## config.mk

```make
export PLATFORM = sky130hd
export DESIGN_NAME = tlv_tag_finder_flat
export DESIGN_NICKNAME = d
export VERILOG_FILES = /design/src/hdl/tlvf_pkg.sv /design/src/hdl/tlvf_ifs.sv /design/src/hdl/tlvf_parser.sv /design/src/hdl/tlvf_queue.sv /design/src/hdl/tlvf_emitter.sv /design/src/hdl/tlv_tag_finder.sv /design/src/flat_wrapper.sv
export SDC_FILE = /design/constraint.sdc
export NUM_CORES = 1
export LEC_CHECK = 0
export BUFFER_PORTS_ARGS = -buffer_cell sky130_fd_sc_hd__buf_2
export CELL_PAD_IN_SITES_DETAIL_PLACEMENT = 0
export CELL_PAD_IN_SITES_GLOBAL_PLACEMENT = 1
export CORE_MARGIN = 1.5
export CORE_UTILIZATION = 30
export CTS_CLUSTER_SIZE = 10
export DETAILED_ROUTE_END_ITERATION = 7
export PLACE_DENSITY_LB_ADDON = 0.1
export SKIP_CTS_REPAIR_TIMING = 1
export SYNTH_ARGS = -nofsm -noshare
export SYNTH_HDL_FRONTEND = slang
export SYNTH_HIERARCHICAL = 1
export SYNTH_SLANG_ARGS = --single-unit
```

## constraint.sdc

```tcl
create_clock -name clk -period 4.2 [get_ports clk]
set_input_delay 0.21 -clock clk [delete_from_list [all_inputs] [get_ports clk]]
set_output_delay 0.21 -clock clk [all_outputs]
set_load 0.02 [all_outputs]
```

## src/hdl/tlvf_pkg.sv

```systemverilog
// shared types and constants of the tlv tag finder
package tlvf_pkg;

  // parse phases of the front end
  typedef enum logic [2:0] {
    PH_TAG1  = 3'd0,
    PH_TAG2  = 3'd1,
    PH_LEN1  = 3'd2,
    PH_LENX  = 3'd3,
    PH_VALUE = 3'd4,
    PH_DONE  = 3'd5
  } tlvf_phase_t;

  // search status codes as seen on the result channel
  typedef enum logic [1:0] {
    ST_NOT_FOUND = 2'd0,
    ST_FOUND     = 2'd1,
    ST_MALFORMED = 2'd2,
    ST_TRUNCATED = 2'd3
  } tlvf_status_t;

  // low five bits all set mark a two-byte tag
  localparam logic [4:0] TWO_BYTE_TAG_MARK = 5'h1f;

  // queue between parser and emitter
  localparam int QUEUE_DEPTH = 4;
  localparam int QPTR_W      = $clog2(QUEUE_DEPTH);

  // work for the back end caused by one input byte
  typedef struct packed {
    logic         has_value;
    logic [7:0]   value_byte;
    logic [15:0]  value_length;
    logic         value_last;
    logic         has_status;
    tlvf_status_t status;
    logic [15:0]  status_length;
  } tlvf_entry_t;

endpackage

```

## src/hdl/tlvf_ifs.sv

```systemverilog
// channel interfaces of the tlv tag finder

// input byte stream
interface tlvf_stream_if;
  logic       valid;
  logic       ready;
  logic [7:0] data_byte;
  logic       end_of_buffer;

  modport source (output valid, output data_byte, output end_of_buffer, input ready);
  modport sink   (input valid, input data_byte, input end_of_buffer, output ready);
endinterface

// result items
interface tlvf_result_if;
  logic        valid;
  logic        ready;
  logic        is_value;
  logic [7:0]  value_byte;
  logic [15:0] value_length;
  logic [1:0]  search_status;
  logic        last_of_run;

  modport source (output valid, output is_value, output value_byte, output value_length,
                  output search_status, output last_of_run, input ready);
  modport sink   (input valid, input is_value, input value_byte, input value_length,
                  input search_status, input last_of_run, output ready);
  modport monitor (input valid, input ready, input is_value, input value_byte,
                   input value_length, input search_status, input last_of_run);
endinterface

// configuration write channel for the wanted tag
interface tlvf_cfg_if;
  logic        valid;
  logic        ready;
  logic [15:0] wanted_tag;

  modport source (output valid, output wanted_tag, input ready);
  modport sink   (input valid, input wanted_tag, output ready);
endinterface

```

## src/hdl/tlvf_parser.sv

```systemverilog
// front end: splits the byte stream into tlv fields and queues the work per byte
module tlvf_parser
  import tlvf_pkg::*;
#(
  parameter int MAX_LENGTH_BYTES = 2
) (
  input  logic          clk,
  input  logic          rst,
  tlvf_stream_if.sink   stream,
  tlvf_cfg_if.sink      cfg,
  output logic          push_valid,
  input  logic          push_ready,
  output tlvf_entry_t   push_entry
);

  localparam int LCW = $clog2(MAX_LENGTH_BYTES + 1);

  logic [15:0]  wanted_tag;
  tlvf_phase_t  phase, phase_next;
  logic [15:0]  tag_so_far, tag_so_far_next;
  logic [LCW-1:0] len_left, len_left_next;
  logic [15:0]  declared_length, declared_length_next;
  logic [15:0]  value_left, value_left_next;
  logic         matching, matching_next;
  tlvf_status_t result, result_next;

  logic         accept;
  logic         len_done;
  logic [15:0]  len_val;
  logic [15:0]  tag_full;
  tlvf_entry_t  entry;

  assign cfg.ready    = 1'b1;
  assign stream.ready = push_ready;
  assign accept       = stream.valid && push_ready;

  // configuration register
  always_ff @(posedge clk) begin
    if (rst) begin
      wanted_tag <= '0;
    end else if (cfg.valid) begin
      wanted_tag <= cfg.wanted_tag;
    end
  end

  // parse step for one accepted byte
  always_comb begin
    phase_next           = phase;
    tag_so_far_next      = tag_so_far;
    len_left_next        = len_left;
    declared_length_next = declared_length;
    value_left_next      = value_left;
    matching_next        = matching;
    result_next          = result;
    len_done             = 1'b0;
    len_val              = '0;
    tag_full             = {tag_so_far[15:8], stream.data_byte};
    entry                = '0;

    if (accept) begin
      unique case (phase)
        PH_TAG1: begin
          if (stream.data_byte[4:0] == TWO_BYTE_TAG_MARK) begin
            tag_so_far_next = {stream.data_byte, 8'h00};
            phase_next      = PH_TAG2;
          end else begin
            tag_so_far_next = {8'h00, stream.data_byte};
            matching_next   = ({8'h00, stream.data_byte} == wanted_tag);
            phase_next      = PH_LEN1;
          end
        end
        PH_TAG2: begin
          tag_so_far_next = tag_full;
          matching_next   = (tag_full == wanted_tag);
          phase_next      = PH_LEN1;
        end
        PH_LEN1: begin
          declared_length_next = '0;
          if (stream.data_byte[7]) begin
            if (stream.data_byte[6:0] > 7'(MAX_LENGTH_BYTES)) begin
              result_next = ST_MALFORMED;
              phase_next  = PH_DONE;
            end else if (stream.data_byte[6:0] == 7'd0) begin
              len_done = 1'b1;
            end else begin
              len_left_next = stream.data_byte[LCW-1:0];
              phase_next    = PH_LENX;
            end
          end else begin
            declared_length_next = {8'h00, stream.data_byte};
            len_done             = 1'b1;
            len_val              = {8'h00, stream.data_byte};
          end
        end
        PH_LENX: begin
          declared_length_next = {declared_length[7:0], stream.data_byte};
          len_left_next        = len_left - LCW'(1);
          if (len_left == LCW'(1)) begin
            len_done = 1'b1;
            len_val  = {declared_length[7:0], stream.data_byte};
          end
        end
        PH_VALUE: begin
          value_left_next = value_left - 16'd1;
          if (matching) begin
            entry.has_value    = 1'b1;
            entry.value_byte   = stream.data_byte;
            entry.value_length = declared_length;
            entry.value_last   = (value_left == 16'd1);
          end
          if (value_left == 16'd1) begin
            if (matching) begin
              result_next = ST_FOUND;
              phase_next  = PH_DONE;
            end else begin
              phase_next = PH_TAG1;
            end
          end
        end
        PH_DONE: begin
        end
        default: begin
          phase_next = PH_TAG1;
        end
      endcase

      // length field finished: go to the value or close the object
      if (len_done) begin
        if (len_val == 16'd0) begin
          if (matching_next) begin
            result_next = ST_FOUND;
            phase_next  = PH_DONE;
          end else begin
            phase_next = PH_TAG1;
          end
        end else begin
          value_left_next = len_val;
          phase_next      = PH_VALUE;
        end
      end

      // end of buffer: status item and fresh parse state
      if (stream.end_of_buffer) begin
        entry.has_status = 1'b1;
        entry.status     = result_next;
        if (result_next == ST_FOUND) begin
          entry.status_length = declared_length_next;
        end else if (result_next == ST_NOT_FOUND && phase_next != PH_TAG1) begin
          entry.status = ST_TRUNCATED;
        end
        phase_next           = PH_TAG1;
        tag_so_far_next      = '0;
        len_left_next        = '0;
        declared_length_next = '0;
        value_left_next      = '0;
        matching_next        = 1'b0;
        result_next          = ST_NOT_FOUND;
      end
    end
  end

  assign push_valid = accept && (entry.has_value || entry.has_status);
  assign push_entry = entry;

  // parse state registers
  always_ff @(posedge clk) begin
    if (rst) begin
      phase           <= PH_TAG1;
      tag_so_far      <= '0;
      len_left        <= '0;
      declared_length <= '0;
      value_left      <= '0;
      matching        <= 1'b0;
      result          <= ST_NOT_FOUND;
    end else begin
      phase           <= phase_next;
      tag_so_far      <= tag_so_far_next;
      len_left        <= len_left_next;
      declared_length <= declared_length_next;
      value_left      <= value_left_next;
      matching        <= matching_next;
      result          <= result_next;
    end
  end

endmodule

```

## src/hdl/tlvf_queue.sv

```systemverilog
// short fifo of work entries between parser and emitter
module tlvf_queue
  import tlvf_pkg::*;
(
  input  logic        clk,
  input  logic        rst,
  input  logic        push_valid,
  output logic        push_ready,
  input  tlvf_entry_t push_entry,
  output logic        pop_valid,
  input  logic        pop_ready,
  output tlvf_entry_t pop_entry
);

  tlvf_entry_t       mem [QUEUE_DEPTH];
  logic [QPTR_W-1:0] wr_ptr;
  logic [QPTR_W-1:0] rd_ptr;
  logic [QPTR_W:0]   count;
  logic              do_push;
  logic              do_pop;

  assign push_ready = (count != (QPTR_W + 1)'(QUEUE_DEPTH));
  assign pop_valid  = (count != '0);
  assign pop_entry  = mem[rd_ptr];
  assign do_push    = push_valid && push_ready;
  assign do_pop     = pop_valid && pop_ready;

  // storage
  always_ff @(posedge clk) begin
    if (do_push) begin
      mem[wr_ptr] <= push_entry;
    end
  end

  // pointers and fill level
  always_ff @(posedge clk) begin
    if (rst) begin
      wr_ptr <= '0;
      rd_ptr <= '0;
      count  <= '0;
    end else begin
      if (do_push) begin
        wr_ptr <= wr_ptr + QPTR_W'(1);
      end
      if (do_pop) begin
        rd_ptr <= rd_ptr + QPTR_W'(1);
      end
      unique case ({do_push, do_pop})
        2'b10:   count <= count + (QPTR_W + 1)'(1);
        2'b01:   count <= count - (QPTR_W + 1)'(1);
        default: count <= count;
      endcase
    end
  end

endmodule

```

## src/hdl/tlvf_emitter.sv

```systemverilog
// back end: turns queued entries into value and status beats
module tlvf_emitter
  import tlvf_pkg::*;
(
  input  logic          clk,
  input  logic          rst,
  input  logic          pop_valid,
  output logic          pop_ready,
  input  tlvf_entry_t   pop_entry,
  tlvf_result_if.source result
);

  tlvf_entry_t cur, cur_next;
  logic        cur_valid, cur_valid_next;
  logic        slot_free;
  logic        emit;
  logic        remaining;

  assign slot_free = !result.valid || result.ready;
  assign emit      = slot_free && cur_valid;

  // what is left of the current entry after this cycle
  always_comb begin
    if (emit) begin
      remaining = cur.has_value && cur.has_status;
    end else begin
      remaining = cur_valid;
    end
    pop_ready = !remaining;
    if (remaining) begin
      cur_valid_next = 1'b1;
      cur_next       = cur;
      if (emit) begin
        cur_next.has_value = 1'b0;
      end
    end else begin
      cur_valid_next = pop_valid;
      cur_next       = pop_entry;
    end
  end

  // current entry
  always_ff @(posedge clk) begin
    if (rst) begin
      cur_valid <= 1'b0;
    end else begin
      cur_valid <= cur_valid_next;
    end
    cur <= cur_next;
  end

  // output register, value beat ahead of status beat
  always_ff @(posedge clk) begin
    if (rst) begin
      result.valid <= 1'b0;
    end else if (slot_free) begin
      result.valid <= emit;
    end
    if (emit) begin
      if (cur.has_value) begin
        result.is_value      <= 1'b1;
        result.value_byte    <= cur.value_byte;
        result.value_length  <= cur.value_length;
        result.search_status <= ST_NOT_FOUND;
        result.last_of_run   <= cur.value_last;
      end else begin
        result.is_value      <= 1'b0;
        result.value_byte    <= '0;
        result.value_length  <= cur.status_length;
        result.search_status <= cur.status;
        result.last_of_run   <= 1'b1;
      end
    end
  end

endmodule

```

## src/hdl/tlv_tag_finder.sv

```systemverilog
// top level of the tlv tag finder
// Searches a byte stream of EMV-style TLV objects for the first object whose tag
// equals the configured wanted_tag and returns that object's value bytes, then one
// status beat on the byte marked end_of_buffer. The parser takes one byte per clock
// unless the queue is full; a byte costs one output beat when it carries a value
// byte or ends the buffer, and two when it does both, so the emitter's single output
// register sets the sustained rate at one beat per cycle while result.ready holds.
// Data passes the four-entry queue, the emitter's entry register and output register.
// Write wanted_tag only while no buffer is in flight.
module tlv_tag_finder
  import tlvf_pkg::*;
#(
  parameter int MAX_LENGTH_BYTES = 2
) (
  input  logic          clk,
  input  logic          rst,
  tlvf_stream_if.sink   stream,
  tlvf_cfg_if.sink      cfg,
  tlvf_result_if.source result
);

  logic        push_valid;
  logic        push_ready;
  tlvf_entry_t push_entry;
  logic        pop_valid;
  logic        pop_ready;
  tlvf_entry_t pop_entry;

  // front end
  tlvf_parser #(
    .MAX_LENGTH_BYTES(MAX_LENGTH_BYTES)
  ) u_parser (
    .clk        (clk),
    .rst        (rst),
    .stream     (stream),
    .cfg        (cfg),
    .push_valid (push_valid),
    .push_ready (push_ready),
    .push_entry (push_entry)
  );

  // decoupling queue
  tlvf_queue u_queue (
    .clk        (clk),
    .rst        (rst),
    .push_valid (push_valid),
    .push_ready (push_ready),
    .push_entry (push_entry),
    .pop_valid  (pop_valid),
    .pop_ready  (pop_ready),
    .pop_entry  (pop_entry)
  );

  // back end
  tlvf_emitter u_emitter (
    .clk       (clk),
    .rst       (rst),
    .pop_valid (pop_valid),
    .pop_ready (pop_ready),
    .pop_entry (pop_entry),
    .result    (result)
  );

endmodule

```

## src/flat_wrapper.sv

```systemverilog
// flat-port wrapper written by rule: the top's interface ports become plain ports
module tlv_tag_finder_flat import tlvf_pkg::*;
#(
  parameter int MAX_LENGTH_BYTES = 2
)
  (clk, rst, stream_valid, stream_data_byte, stream_end_of_buffer, stream_ready, cfg_valid, cfg_wanted_tag, cfg_ready, result_valid, result_is_value, result_value_byte, result_value_length, result_search_status, result_last_of_run, result_ready);
  tlvf_stream_if stream_i ();
  tlvf_cfg_if cfg_i ();
  tlvf_result_if result_i ();
  input  logic clk;
  input  logic rst;
  input wire logic [$bits(stream_i.valid)-1:0] stream_valid;
  input wire logic [$bits(stream_i.data_byte)-1:0] stream_data_byte;
  input wire logic [$bits(stream_i.end_of_buffer)-1:0] stream_end_of_buffer;
  output wire logic [$bits(stream_i.ready)-1:0] stream_ready;
  input wire logic [$bits(cfg_i.valid)-1:0] cfg_valid;
  input wire logic [$bits(cfg_i.wanted_tag)-1:0] cfg_wanted_tag;
  output wire logic [$bits(cfg_i.ready)-1:0] cfg_ready;
  output wire logic [$bits(result_i.valid)-1:0] result_valid;
  output wire logic [$bits(result_i.is_value)-1:0] result_is_value;
  output wire logic [$bits(result_i.value_byte)-1:0] result_value_byte;
  output wire logic [$bits(result_i.value_length)-1:0] result_value_length;
  output wire logic [$bits(result_i.search_status)-1:0] result_search_status;
  output wire logic [$bits(result_i.last_of_run)-1:0] result_last_of_run;
  input wire logic [$bits(result_i.ready)-1:0] result_ready;
  assign stream_i.valid = stream_valid;
  assign stream_i.data_byte = stream_data_byte;
  assign stream_i.end_of_buffer = stream_end_of_buffer;
  assign stream_ready = stream_i.ready;
  assign cfg_i.valid = cfg_valid;
  assign cfg_i.wanted_tag = cfg_wanted_tag;
  assign cfg_ready = cfg_i.ready;
  assign result_valid = result_i.valid;
  assign result_is_value = result_i.is_value;
  assign result_value_byte = result_i.value_byte;
  assign result_value_length = result_i.value_length;
  assign result_search_status = result_i.search_status;
  assign result_last_of_run = result_i.last_of_run;
  assign result_i.ready = result_ready;
  tlv_tag_finder #(.MAX_LENGTH_BYTES(MAX_LENGTH_BYTES)) u_core (.clk(clk), .rst(rst), .stream(stream_i), .cfg(cfg_i), .result(result_i));
endmodule
```

==> results.md <==
* CP startpoint kind: flip-flop
* Clk_lat worst skew at 550 ps
* Post-synthesis cell count at ~900
* Final period utilization at 73.8%
* CTS Buf Count at 40
* Largest net degree at the start of global routing at 46
* Worst-Margin Slew at 916 ps
* Non-filler cells, final at 1598
* RSZ-0062 raised after global routing: false
* Post-Synth XOR/XNOR Area at 2.12%
* DR pass1 iterations at 5
* Fmax at 323 MHz
* Clock skew at 15.0 ps
* CTS tree: yes
* Global route overflow at 0
* Synth Area in Simple Gates at under 10%
* Post-DR wirelength/cell at 20.4 µm
* Antenna Nets Post-Route at 0
* Cell Area, Synth at 0.0136 mm²
* Final Power at approximately 9 mW
* Final hold vios at 0
* # diodes at 0
* Dominant synthesized flop cell: edfxtp_1
* Final worst setup slack at 1100 ps
* Hold WC Path Type: in2reg
* Final TNS setup at 0 ps
* # fillers at approximately 4300
* Final HPWL DP at 20.1 mm
* Area grow syn2layout at 16.6%
* Die area at about 0.047 mm²
* # DRC at 0
* Post-synthesis sequential area ratio at between 60% and 70%
* Max-slew headroom at 38.0%
* Core ar. at about 0.045 mm²
* Pwr Density at around 560 mW/mm²
* Area share of the largest cell type after synthesis at roughly 56%
* Crit path from: u_core/u_parser/phase[0]
* Max Cap Viol at 0
* Placed Instances at around 1500
* GPL Wtd Cong at roughly 0.74
* Critical Path RT at around 4500 ps
* TritonCTS Sinks at roughly 330
* Leakage power at 5.30 nW
* Die Span Y at between 200 and 250 µm
* Pre-CTS setup slack at approximately 1100 ps
* Area share of fa/ha/maj cells after synthesis at less than 1%
* Cells on worst reg2reg path at 6
* Worst hold start: stream_data_byte[2]
* Peak supply drop at between 200 and 300 µV
* Final setup vio count at 0
* Row count at 77
* Status: complete, no violations
* Via count at roughly 7700
* Largest fanout on the critical path at 23
* Avg Inst Size Synth at approximately 15 µm²
* Arr. time, crit path at ~3400 ps
* Post-synthesis mux area share at a little over a tenth
* Worst hold stages at 3
* Post-synth EDFFs at 253
* First-pass GRT wire length at between 50 and 60 mm
* Largest family of logic cells by synthesized area: multiplexers
* Count leader, synth: edfxtp_1
* Period minus WS final at about 3100 ps
* Initial antenna violation count at 0
* Final wirelength at between 30 and 40 mm
* CP Class: reg2reg
* Vias in the first global route at between 7000 and 8000
* CTS Root Cell: clkbuf_16
* Synth warn at 6
* Chip width at ~220 µm
* Starting density of the core at 30.6%
* I/O Buffers at about 60
* R2R Path Start: u_core/u_parser/phase[0]
* Nature of the critical path endpoint: flip-flop
* Post-DR vias/cell at 4.81
* CTS H-tree lvls at 2
* Clock Tree Buf Depth at 3
* #FFs+latches synth at roughly 330
* Top cells by count, synth: edfxtp_1, dfxtp_1, nor2_1
* Async set or reset register ratio after synthesis at 0%
* Slew Viols, Final at 0
* Share of cells above drive strength 1 at between 20 and 25%
* Starting DRT DRC Count at 480
* Mapped Nets at around 940
* Number of distinct library cells after synthesis at 75
* Cell taking the most area after synthesis: edfxtp_1
* Synth Area in Compound Gates at 7.01%
* Top Ports at just over 60
* Top post-synthesis cells by area: edfxtp_1, dfxtp_1, mux4_2
* Nets at just over 1000
* GRT Util Overall at around 14%
* Clock slew at reported path FFs at 60 ps
==> worst max-delay path, cell delays in order (launching register included) <==
cell and delay [ps]:
dfxtp_1 880, inv_1 290, nor3_1 270, nand4_1 200
a211oi_4 460, a21oi_4 290, nor3_1 450
==> state kept, by name, summed over array words and instances, names as in the netlist, 2 cells and up, named ones only <==
signal / cells
u_core/u_queue/mem: 180
u_core/u_parser/declared_length: 16
u_core/u_parser/result: 2
u_core/u_emitter/result.search_status: 2
u_core/u_emitter/result.value_length: 16
u_core/u_parser/phase: 3
u_core/u_emitter/result.value_byte: 8
u_core/u_queue/count: 3
u_core/u_parser/wanted_tag: 16
u_core/u_parser/len_left: 2
u_core/u_parser/tag_so_far: 8
u_core/u_queue/rd_ptr: 2
u_core/u_parser/value_left: 16
u_core/u_queue/wr_ptr: 2
u_core/u_emitter/cur: 45
==> layout make-up <==
class | instances | area, µm² | share of cell area (%)
Timing Repair Buffer | 98 | 678 | 4.26
Clock buffer | 54 | 1080 | 6.82
Clock inverter | 6 | 63.8 | 0.401
Multi-Input combinational cell | 504 | 4170 | 26.2
Inverter | 16 | 60.1 | 0.378
Tap cell | 592 | 741 | 4.66
Sequential cell | 328 | 9100 | 57.3
==> routing by layer <==
| layer | GRT usage (%) | part of all wire, % | vias up | routed length, µm |
|---|---|---|---|---|
| met5 | 0 | 0 | - | 0 |
| met4 | 4.42 | 1.9 | 0 | 612 |
| met3 | 2.54 | 4.2 | 48 | 1360 |
| met2 | 22.5 | 46 | 152 | 15100 |
| met1 | 19.4 | 47 | 3875 | 15400 |
| li1 | - | - | 3618 | - |
==> worst paths after layout <==
check	endpoint	slack (ps)
setup / recovery	u_core/u_queue/mem[2][0]	1100
hold / removal	u_core/u_parser/declared_length[2]	170
setup reg to reg	u_core/u_queue/mem[2][0]	1100
hold reg to reg	u_core/u_parser/tag_so_far[10]	470
==> power by group <==
| group | internal [mW] | switching, mW | total (mW) |
|---|---|---|---|
| combinational | 0.706 | 0.771 | 1.48 |
| sequential | 4.10 | 0.259 | 4.36 |
| clock | 1.85 | 1.27 | 3.12 |
| total | 6.65 | 2.30 | 8.95 |
==> through the flow <==
step	utilization (%)	cell area (µm²)	hold WS, ps
global route	35.7	15900	146
floorplan	-	13600	279
detailed placement	32.8	14600	454
CTS	35.4	15700	-138
global placement	32.8	14600	444
finish	35.7	15900	166
==> logic make-up (layout without fill, tap and decap cells) <==
| group | Yosys count | after routing |
|---|---|---|
| flops | 328 | 328 |
| simple gates | 244 | 244 |
| compound gates | 137 | 137 |
| mux | 80 | 80 |
| buf+inv | 67 | 174 |
| xor+xnor | 33 | 33 |
| fa+ha+maj | 9 | 9 |
| other cells | 1 | 1 |
==> placed cells by master (no fill, tap or decap), drive strengths merged, types with 17 or more instances in the layout <==
cell type | netlist | final
edfxtp | 253 | 253
buf | 23 | 82
dfxtp | 75 | 75
nor2 | 72 | 72
clkbuf | 28 | 54
mux4 | 45 | 45
and2 | 41 | 41
a22oi | 39 | 39
a21oi | 37 | 37
nand2 | 35 | 35
nor3 | 32 | 32
xor2 | 29 | 29
o21ai | 26 | 26
mux2i | 18 | 18
inv | 16 | 18
mux2 | 17 | 17
No activity file was read; power rests on OpenSTA's default activity.
